File: src/rtl/core/assert_macros.svh
`ifndef ASSERT_MACROS_SVH
`define ASSERT_MACROS_SVH

// Same-cycle implication, sampled on the rising edge of clk, off during reset.
`define ASSERT_IMPL(label, ante, cons, msg) \
  label: assert property (@(posedge clk) disable iff (rst) (ante) |-> (cons)) \
    else $error(msg);

// Next-cycle implication, sampled on the rising edge of clk, off during reset.
`define ASSERT_NEXT(label, ante, cons, msg) \
  label: assert property (@(posedge clk) disable iff (rst) (ante) |=> (cons)) \
    else $error(msg);

`endif

File: src/rtl/core/tcmbc_pkg.sv
`timescale 1ns / 1ps

package tcmbc_pkg;

  localparam int unsigned ROUND_COUNT_DEFAULT = 32;

  localparam logic [31:0] TEA_DELTA   = 32'h9E3779B9;
  localparam int unsigned TEA_SHIFT_L = 4;
  localparam int unsigned TEA_SHIFT_R = 5;

  localparam int unsigned CFG_INDEX_W = 3;
  localparam int unsigned CFG_DATA_W  = 64;

  typedef enum logic [CFG_INDEX_W-1:0] {
    REG_KEY_WORD_ZERO  = 3'd0,
    REG_KEY_WORD_ONE   = 3'd1,
    REG_KEY_WORD_TWO   = 3'd2,
    REG_KEY_WORD_THREE = 3'd3,
    REG_NONCE_PART_A   = 3'd4,
    REG_NONCE_PART_B   = 3'd5
  } reg_index_t;

  // Commands from the controller to the datapath.
  typedef struct packed {
    logic load;   // capture the accepted input beat
    logic start;  // seed the cipher state from nonce plus block index
    logic round;  // run one cipher round
    logic emit;   // load the result register and advance the position
  } cmd_t;

  // Status from the datapath to the controller.
  typedef struct packed {
    logic slot_zero;  // the next byte opens a new 8-byte block
    logic out_free;   // the result register can take a value this cycle
  } status_t;

  function automatic logic [31:0] tea_mix(input logic [31:0] x, input logic [31:0] sum,
                                          input logic [31:0] ka, input logic [31:0] kb);
    tea_mix = ((x << TEA_SHIFT_L) + ka) ^ (x + sum) ^ ((x >> TEA_SHIFT_R) + kb);
  endfunction

endpackage

File: src/rtl/core/tcmbc_ctrl.sv
`timescale 1ns / 1ps

module tcmbc_ctrl
  import tcmbc_pkg::*;
#(
  parameter int unsigned ROUND_COUNT = ROUND_COUNT_DEFAULT
) (
  input  logic    clk,
  input  logic    rst,
  input  logic    data_valid,
  output logic    data_stall,
  input  status_t status,
  output cmd_t    cmd
);

  localparam int unsigned CNT_W = (ROUND_COUNT > 1) ? $clog2(ROUND_COUNT) : 1;
  localparam logic [CNT_W-1:0] CNT_LAST = CNT_W'(ROUND_COUNT - 1);

  typedef enum logic [1:0] {
    ST_IDLE,
    ST_ROUND,
    ST_EMIT
  } state_t;

  state_t           state;
  logic [CNT_W-1:0] round_cnt;
  logic             accept;

  assign data_stall = (state != ST_IDLE);
  assign accept     = data_valid && (state == ST_IDLE);

  always_comb begin
    cmd       = '0;
    cmd.load  = accept;
    cmd.start = accept && status.slot_zero;
    cmd.round = (state == ST_ROUND);
    cmd.emit  = (state == ST_EMIT) && status.out_free;
  end

  always_ff @(posedge clk) begin
    if (rst) begin
      state     <= ST_IDLE;
      round_cnt <= '0;
    end else begin
      unique case (state)
        ST_IDLE: begin
          if (accept) begin
            round_cnt <= '0;
            state     <= status.slot_zero ? ST_ROUND : ST_EMIT;
          end
        end
        ST_ROUND: begin
          round_cnt <= round_cnt + 1'b1;
          if (round_cnt == CNT_LAST) begin
            state <= ST_EMIT;
          end
        end
        ST_EMIT: begin
          if (status.out_free) begin
            state <= ST_IDLE;
          end
        end
        default: begin
          state <= ST_IDLE;
        end
      endcase
    end
  end

endmodule

File: src/rtl/core/tcmbc_dp.sv
`timescale 1ns / 1ps

module tcmbc_dp
  import tcmbc_pkg::*;
(
  input  logic                   clk,
  input  logic                   rst,
  input  logic                   cfg_write_en,
  input  logic [CFG_INDEX_W-1:0] cfg_index,
  input  logic [CFG_DATA_W-1:0]  cfg_data,
  input  logic [7:0]             data_byte,
  input  logic                   last_of_message,
  input  cmd_t                   cmd,
  output status_t                status,
  output logic                   result_valid,
  input  logic                   result_stall,
  output logic [7:0]             out_byte,
  output logic                   out_last
);

  logic [31:0] key_word_zero;
  logic [31:0] key_word_one;
  logic [31:0] key_word_two;
  logic [31:0] key_word_three;
  logic [63:0] nonce_part_a;
  logic [63:0] nonce_part_b;

  logic [63:0] block_index;
  logic [2:0]  byte_slot;
  logic [31:0] v0;
  logic [31:0] v1;
  logic [31:0] sum;
  logic [7:0]  data_q;
  logic        last_q;

  logic [63:0] counter;
  logic [31:0] sum_next;
  logic [31:0] v0_next;
  logic [31:0] v1_next;
  logic [63:0] ks_block;
  logic [7:0]  ks_byte;

  assign status.slot_zero = (byte_slot == 3'd0);
  assign status.out_free  = !result_valid || !result_stall;

  assign counter  = (nonce_part_a ^ nonce_part_b) + block_index;
  assign sum_next = sum + TEA_DELTA;
  assign v0_next  = v0 + tea_mix(v1, sum, key_word_zero, key_word_one);
  assign v1_next  = v1 + tea_mix(v0_next, sum, key_word_two, key_word_three);

  // The finished cipher state doubles as the keystream for the rest of the block.
  assign ks_block = {v1, v0};
  assign ks_byte  = ks_block[{byte_slot, 3'b000} +: 8];

  always_ff @(posedge clk) begin
    if (rst) begin
      key_word_zero  <= '0;
      key_word_one   <= '0;
      key_word_two   <= '0;
      key_word_three <= '0;
      nonce_part_a   <= '0;
      nonce_part_b   <= '0;
    end else if (cfg_write_en) begin
      unique case (cfg_index)
        REG_KEY_WORD_ZERO:  key_word_zero  <= cfg_data[31:0];
        REG_KEY_WORD_ONE:   key_word_one   <= cfg_data[31:0];
        REG_KEY_WORD_TWO:   key_word_two   <= cfg_data[31:0];
        REG_KEY_WORD_THREE: key_word_three <= cfg_data[31:0];
        REG_NONCE_PART_A:   nonce_part_a   <= cfg_data;
        REG_NONCE_PART_B:   nonce_part_b   <= cfg_data;
        default: begin
        end
      endcase
    end
  end

  always_ff @(posedge clk) begin
    if (rst) begin
      v0 <= '0;
      v1 <= '0;
    end else if (cmd.start) begin
      v0 <= counter[31:0];
      v1 <= counter[63:32];
    end else if (cmd.round) begin
      v0 <= v0_next;
      v1 <= v1_next;
    end
  end

  always_ff @(posedge clk) begin
    if (cmd.start) begin
      sum <= TEA_DELTA;
    end else if (cmd.round) begin
      sum <= sum_next;
    end
  end

  always_ff @(posedge clk) begin
    if (cmd.load) begin
      data_q <= data_byte;
      last_q <= last_of_message;
    end
  end

  always_ff @(posedge clk) begin
    if (rst) begin
      block_index <= '0;
      byte_slot   <= '0;
    end else if (cmd.emit) begin
      if (last_q) begin
        block_index <= '0;
        byte_slot   <= '0;
      end else begin
        byte_slot <= byte_slot + 1'b1;
        if (byte_slot == 3'd7) begin
          block_index <= block_index + 1'b1;
        end
      end
    end
  end

  always_ff @(posedge clk) begin
    if (rst) begin
      result_valid <= 1'b0;
    end else if (cmd.emit) begin
      result_valid <= 1'b1;
    end else if (!result_stall) begin
      result_valid <= 1'b0;
    end
  end

  always_ff @(posedge clk) begin
    if (cmd.emit) begin
      out_byte <= data_q ^ ks_byte;
      out_last <= last_q;
    end
  end

endmodule

File: src/rtl/core/tea_counter_mode_byte_cipher.sv
`timescale 1ns / 1ps
// Channel  Beat handshake              Payload
// input    data_valid / data_stall     data_byte, last_of_message
// result   result_valid / result_stall out_byte, out_last
// config   cfg_write_en                cfg_index, cfg_data
//
// A beat that opens an 8-byte block is captured, then runs its TEA rounds, one per cycle
// in a single shared round unit, and is then emitted once the result register is free.
// Every other beat is captured and emitted without rounds; one beat is in work at a time.
// Reset (rst, synchronous) clears the registers, block index, byte position and keystream.
// A stalled result holds in the output register; the next beat may be taken meanwhile
// and waits to emit until that register drains.

`include "assert_macros.svh"

module tea_counter_mode_byte_cipher
  import tcmbc_pkg::*;
#(
  parameter int unsigned ROUND_COUNT = ROUND_COUNT_DEFAULT
) (
  input  logic                   clk,
  input  logic                   rst,
  input  logic                   cfg_write_en,
  input  logic [CFG_INDEX_W-1:0] cfg_index,
  input  logic [CFG_DATA_W-1:0]  cfg_data,
  input  logic                   data_valid,
  output logic                   data_stall,
  input  logic [7:0]             data_byte,
  input  logic                   last_of_message,
  output logic                   result_valid,
  input  logic                   result_stall,
  output logic [7:0]             out_byte,
  output logic                   out_last
);

  cmd_t    cmd;
  status_t status;

  tcmbc_ctrl #(
    .ROUND_COUNT(ROUND_COUNT)
  ) u_ctrl (
    .clk        (clk),
    .rst        (rst),
    .data_valid (data_valid),
    .data_stall (data_stall),
    .status     (status),
    .cmd        (cmd)
  );

  tcmbc_dp u_dp (
    .clk             (clk),
    .rst             (rst),
    .cfg_write_en    (cfg_write_en),
    .cfg_index       (cfg_index),
    .cfg_data        (cfg_data),
    .data_byte       (data_byte),
    .last_of_message (last_of_message),
    .cmd             (cmd),
    .status          (status),
    .result_valid    (result_valid),
    .result_stall    (result_stall),
    .out_byte        (out_byte),
    .out_last        (out_last)
  );

  `ASSERT_IMPL(a_emit_into_free_reg, cmd.emit, !result_valid || !result_stall, "emit into a held result")
  `ASSERT_IMPL(a_no_accept_in_rounds, cmd.round, data_stall, "input open while rounds run")
  `ASSERT_NEXT(a_stall_after_accept, data_valid && !data_stall, data_stall, "second beat taken early")

endmodule

File: config.mk
export PLATFORM = sky130hd
export DESIGN_NAME = tea_counter_mode_byte_cipher
export DESIGN_NICKNAME = d
export VERILOG_FILES = /design/src/rtl/core/tcmbc_pkg.sv /design/src/rtl/core/tcmbc_ctrl.sv /design/src/rtl/core/tcmbc_dp.sv /design/src/rtl/core/tea_counter_mode_byte_cipher.sv
export VERILOG_INCLUDE_DIRS = /design/src /design/src/rtl/core
export SDC_FILE = /design/constraint.sdc
export NUM_CORES = 2
export LEC_CHECK = 0
export ABC_AREA = 0
export BUFFER_PORTS_ARGS = -buffer_cell sky130_fd_sc_hd__buf_2
export CORE_ASPECT_RATIO = 1.2
export CORE_MARGIN = 3
export CORE_UTILIZATION = 55
export DETAILED_ROUTE_END_ITERATION = 12
export PLACE_DENSITY = 0.72
export SYNTH_ARGS = -nofsm -noshare
export SYNTH_HDL_FRONTEND = slang
export SYNTH_SLANG_ARGS = --single-unit
File: constraint.sdc
create_clock -name clk -period 12.4 [get_ports clk]
set_input_delay 1.86 -clock clk [delete_from_list [all_inputs] [get_ports clk]]
set_output_delay 1.86 -clock clk [all_outputs]
set_load 0.02 [all_outputs]
# Yosys cells after proc, flatten, opt, wreduce, memory -nomap -nowiden
# Cells that the tools add are included.
[totals]
wordCells = 89
reg_bits = 445
[op_classes]
n_bitwise = 6
reduce_logical = 22
eq_ne = 13
mux = 16
n_shift = 1
addsub = 13
[op_table]
columns = ["operator", "count"]
rows = [
  ["adder 32 bit", 6],
  ["2-to-1 mux 32 bit", 4],
  ["2-to-1 mux 64 bit", 2],
  ["bitwise XOR 32 bit", 4],
  ["adder 27 x 32 -> 32 bit", 2],
  ["adder 64 x 1 -> 64 bit (second input constant)", 1],
  ["adder 64 bit", 1],
  ["variable part select 64 x 7 -> 8 bit", 1],
  ["bitwise XOR 64 bit", 1],
  ["adder 32 bit (second input constant)", 1],
  ["AND reduction 2 bit", 8],
  ["one-hot mux 5 bit (2 select lines)", 1],
  ["equality test 3 bit (second input constant)", 3],
  ["2-to-1 mux 2 bit", 4],
  ["inequality test 2 x 1 -> 1 bit (second input constant)", 4],
  ["nonzero test 2 bit", 4],
  ["bitwise XOR 8 bit", 1],
  ["equality test 3 x 2 -> 1 bit (second input constant)", 2],
  ["zero test 3 bit", 2],
  ["one-hot mux 2 bit (3 select lines)", 1],
  ["adder 5 x 1 -> 5 bit (second input constant)", 1],
  ["equality test 5 bit (second input constant)", 1],
  ["2-to-1 mux 5 bit", 1],
  ["adder 3 x 1 -> 3 bit (second input constant)", 1],
  ["10 further kinds", 14],
]

# Depth between registers and ports, before layout
[logic_depth]
depth_word = 10
depth_mapped = 46

# Cells and area by module
# A second synthesis with hierarchy kept.
[unflattened]
hier_cells = 4166
hier_area_um2 = 33180.6
[by_module_without_submodules]
columns = ["module", "area_each_um2", "instances", "seq_area_each_um2", "cells_per_inst"]
rows = [
  ["tcmbc_dp", 32804.0, 1, 8948.6, 4124],
  ["tcmbc_ctrl", 376.6, 1, 140.1, 42],
]

# Worst setup path after synthesis
# OpenSTA, ideal clock, no wires.
[synth_path]
path_kind = "register to register"
startpoint = "reg u_dp.v1[5]"
endpoint = "reg u_dp.v1[31]"
setup_time_ns = 0.128
arrival_time_ns = 8.401
setup_slack_ns = 3.872
path_stages_with_launch = 43
n_path_buf = 0
period_less_slack_ns = 8.528
cell_sequence = "dfxtp_1 -> ha_1 -> fa_1 -> a21o_1 -> a21oi_1 -> o21ai_0 -> a2111oi_0 -> nor2_1 -> nor2_1 -> xnor2_1 -> xnor2_1 -> ha_1 -> and3_1 -> a221o_1 -> a21oi_1 -> nand2_1 -> a21oi_1 -> o21bai_1 -> [... 7 more ...] -> a21o_1 -> a21o_1 -> a21o_1 -> a21o_1 -> a21oi_1 -> xnor2_1 -> ha_1 -> or3_1 -> o211ai_1 -> o211ai_1 -> a21oi_1 -> nor2_1 -> nand3_1 -> a32oi_1 -> xnor2_2 -> xnor3_1 -> xor3_1 -> o2bb2ai_1"
[synth_via]
elab_chain_cells = 10
word_cells_on_any_way = 14
cone_classes = "add/sub: 8; mux: 2; bitwise: 4"
[synth_rtl]
columns = ["item", "line_no", "rtl"]
rows = [
  ["start, declared", "tcmbc_dp.sv:31", "logic [31:0] v1;"],
  ["start signal, assigned", "tcmbc_dp.sv:83", "v1 <= counter[63:32];"],
  ["start signal, assigned", "tcmbc_dp.sv:86", "v1 <= v1_next;"],
  ["adder 32 bit", "tcmbc_pkg.sv:39", "tea_mix = ((x << TEA_SHIFT_L) + ka) ^ (x + sum) ^ ((x >> TEA_SHIFT_R) + kb);"],
  ["bitwise XOR 32 bit (2 in a row)", "tcmbc_pkg.sv:39", ""],
  ["adder 32 bit", "tcmbc_dp.sv:48", "assign v0_next = v0 + tea_mix(v1, sum, key_word_zero, key_word_one);"],
  ["adder 32 bit", "tcmbc_pkg.sv:39", ""],
  ["bitwise XOR 32 bit (2 in a row)", "tcmbc_pkg.sv:39", ""],
  ["adder 32 bit *", "tcmbc_dp.sv:49", "assign v1_next = v1 + tea_mix(v0_next, sum, key_word_two, key_word_three);"],
  ["2-to-1 mux 32 bit *", "tcmbc_dp.sv:84", "end else if (cmd.round) begin"],
  ["2-to-1 mux 32 bit *", "tcmbc_dp.sv:81", "end else if (cmd.start) begin"],
]
# Mark *: on every way between the ends. The rest lies on a longest branch, timed or not. The select of a mux whose other input is x is not followed.
# A chain may end at the register's enable or synchronous reset.

# Final worst setup path
# Same ends and word-level chain as after synthesis.

==> impl_metrics.ini <==
[clocking]
cts_tree = yes
post_cts_resize_count = 0
insertion_delay_ps = 640
postCtsHoldBufs = 0
cts-htree-levels = 2
post_cts_buffers = 0
cts_num_sinks = 445
clockBufferDepth = 3
cts_root_buf = clkbuf_16
cts_buffers = 50
clkTransAtPathRegs_ps = 70

[worst_hold_path]
whs_path_depth = 2
hold_path.class = register to register
min_to = u_dp.key_word_zero[26]
hold_start = u_dp.key_word_zero[26]

[synthesis]
synth_area_leaders = dfxtp_1 (26%), ha_1 (12%), xnor2_1 (9.4%), nand2_1 (8.4%), a21oi_1 (8.3%)
synth-seq-area-share_pct = 27.4
ys_ff_latch = 445
ys_warn_count = 0
synth_area_leader_cell = dfxtp_1
synth.most_common_cell = nand2_1
async_flop_share_pct = 0
synth_nets = 4604
synth_top_area_share_pct = 25.8
synthDistinctLibCells = 90
synth_edf_count = 18
ys.flop_type = dfxtp_1
mappedNetlistArea_mm2 = 0.0332
syn_inst = 4199
synth_area_per_cell_um2 = 7.90
ys_top_cells_by_count = nand2_1 (744), a21oi_1 (547), dfxtp_1 (427)

[timing]
max_freq_mhz = 95.5
slew-limit-headroom_pct = 26.3
setup_viol = 0
period_share_pct = 84.5
drv_slew = 0
skew_ps = 36.0
setup_tns_ps = 0
rsz0062_at_grt = false
hold_viol = 0
tightest_slew_ps = 1100
period_minus_slack_ps = 10480

[detailed_routing]
ant_nets = 0
viasPerCell = 6.15
drt_first_pass_iters = 5
post-route-drc-count = 0
drt-total-wl_um = 115000
wl_per_cell_um = 22.7
vias = 31116
drt_iter0_markers = 3038

[layout]
drive_gt1_share_pct = 6.27
fin_nets = 4622
area_delta_synth_final_pct = 8.79
nFillCells = 5647

[critical_path]
crit_type = register to register
reg2reg_to = u_dp.v1[31]
required_ps = 12880
reg2reg_from = u_dp.v1[5]
startpoint_type = register
cp_slowest_cell = a2111oi_0
critPathArrivalTime_ps = 10960
critical_path.most_common_cell = a21oi_1
path_max_fanout = 6
cp-end-kind = register
crit_path_max_incr_delay_ps = 780
regToRegSetupSlack_ps = 1920
worstRegToRegCells = 41

[grt]
grt_overflow_total = 0
grt_pass1_vias = 29216
antenna_found_initial = 5
grt_max_degree = 100
grt_pass1_wl_um = 172000
grt_util_all_layers_pct = 35.1

[place]
post-dp-hpwl_um = 87900
place_congestion = 1.03
portBuffers = 91

[floorplanning]
dieArea_mm2 = 0.0633
fp-row-count = 98
die_x_um = 230
core-area_mm2 = 0.0596
start_util_pct = 55.7
io_pins = 92
fp.dieH_um = 275

[outcome]
status = finished, final reports clean

[flow_run]
drv_cap = 0
==> worst max-delay path, delay by kind of cell (launching register included) <==
family          cells  cell delay, ps
flops               1             390
compound gates     22            5420
simple gates        7             770
xor+xnor            7            1960
fa+ha+maj           5            1740
==> worst max-delay path by stage <==
stage               cells after the start        from     endpoint  slack (ps)
global placement                       41  u_dp.v1[5]  u_dp.v1[31]        2350
CTS                                    42  u_dp.v1[5]  u_dp.v1[31]        2130
detailed placement                     42  u_dp.v1[5]  u_dp.v1[31]        2230
global route                           40  u_dp.v1[5]  u_dp.v1[30]        1210
floorplan                              42  u_dp.v1[5]  u_dp.v1[31]        3870
finish                                 41  u_dp.v1[5]  u_dp.v1[31]        1920
==> kinds of logic (layout without fill, tap and decap cells) <==
| family | Yosys count | in the layout | synth area share (%) |
|---|---|---|---|
| XOR/XNOR | 548 | 548 | 14.7 |
| other | 0 | 4 | 0 |
| multiplexers | 35 | 35 | 1.66 |
| buffers and inverters | 234 | 290 | 2.66 |
| flip-flops | 445 | 445 | 27.4 |
| AND/OR/NAND/NOR | 1405 | 1405 | 18.6 |
| AO/OA/AOI/OAI | 1208 | 1208 | 22.6 |
| adder cells (fa/ha/maj) | 324 | 324 | 12.4 |
==> layout make-up <==
class / count / area (µm²) / area share [%]
Inverter: 82 / 308 / 0.853
Clock inverter: 28 / 368 / 1.02
Antenna cell: 4 / 10.0 / 0.0277
Multi-Input combinational cell: 3520 / 23300 / 64.5
Timing Repair Buffer: 118 / 668 / 1.85
Tap cell: 800 / 1000 / 2.77
Clock buffer: 62 / 1380 / 3.81
Sequential cell: 445 / 9090 / 25.2
==> state kept, by name, indices dropped and copies added, names as in the netlist, 2 cells and up <==
name,flops
u_dp.key_word_two,32
u_dp.nonce_part_a,64
u_dp.nonce_part_b,64
u_dp.byte_slot,3
u_dp.out_byte,8
u_ctrl.state,2
u_dp.sum,32
u_dp.key_word_three,32
u_dp.key_word_zero,32
u_ctrl.round_cnt,5
u_dp.v0,32
u_dp.key_word_one,32
u_dp.v1,32
u_dp.block_index,64
u_dp.data_q,8
==> layout by cell type, fill, tap and decap left out, drive strengths merged, types with 38 or more instances in the layout <==
| cell | instances |
|---|---|
| a211oi | 50 |
| inv | 82 |
| a21o | 170 |
| dfxtp | 427 |
| nor3 | 60 |
| nor2 | 265 |
| a21oi | 549 |
| buf | 118 |
| nand2 | 744 |
| xor2 | 187 |
| ha | 315 |
| nand3 | 87 |
| xnor2 | 357 |
| o21ai | 176 |
| clkbuf | 62 |
| nand2b | 55 |
| o21bai | 38 |
==> metrics by stage <==
| stage | cell area (µm²) | worst slack, ps | util [%] | instances | hold slack [ps] |
|---|---|---|---|---|---|
| floorplan | 33200 | 3870 | - | 4199 | 440 |
| global placement | 34300 | 2350 | 57.6 | 4965 | 446 |
| detailed placement | 34300 | 2230 | 57.6 | 4965 | 452 |
| CTS | 36100 | 2130 | 60.5 | 5055 | 460 |
| global route | 36100 | 1210 | 60.5 | 5055 | 475 |
| finish | 36100 | 1920 | 60.5 | 5059 | 462 |
==> layer usage <==
layer,track usage [%],vias up,part of all wire (%)
met2,59.1,1275,46
met3,5.46,350,8.5
met1,43.7,14600,39
met4,18.2,4,6.2
met5,0,-,0.022
li1,-,14887,-
Power is left out: the tool's default activity adds up to more than one toggle a clock period on the data nets, which glitch-free logic cannot reach.
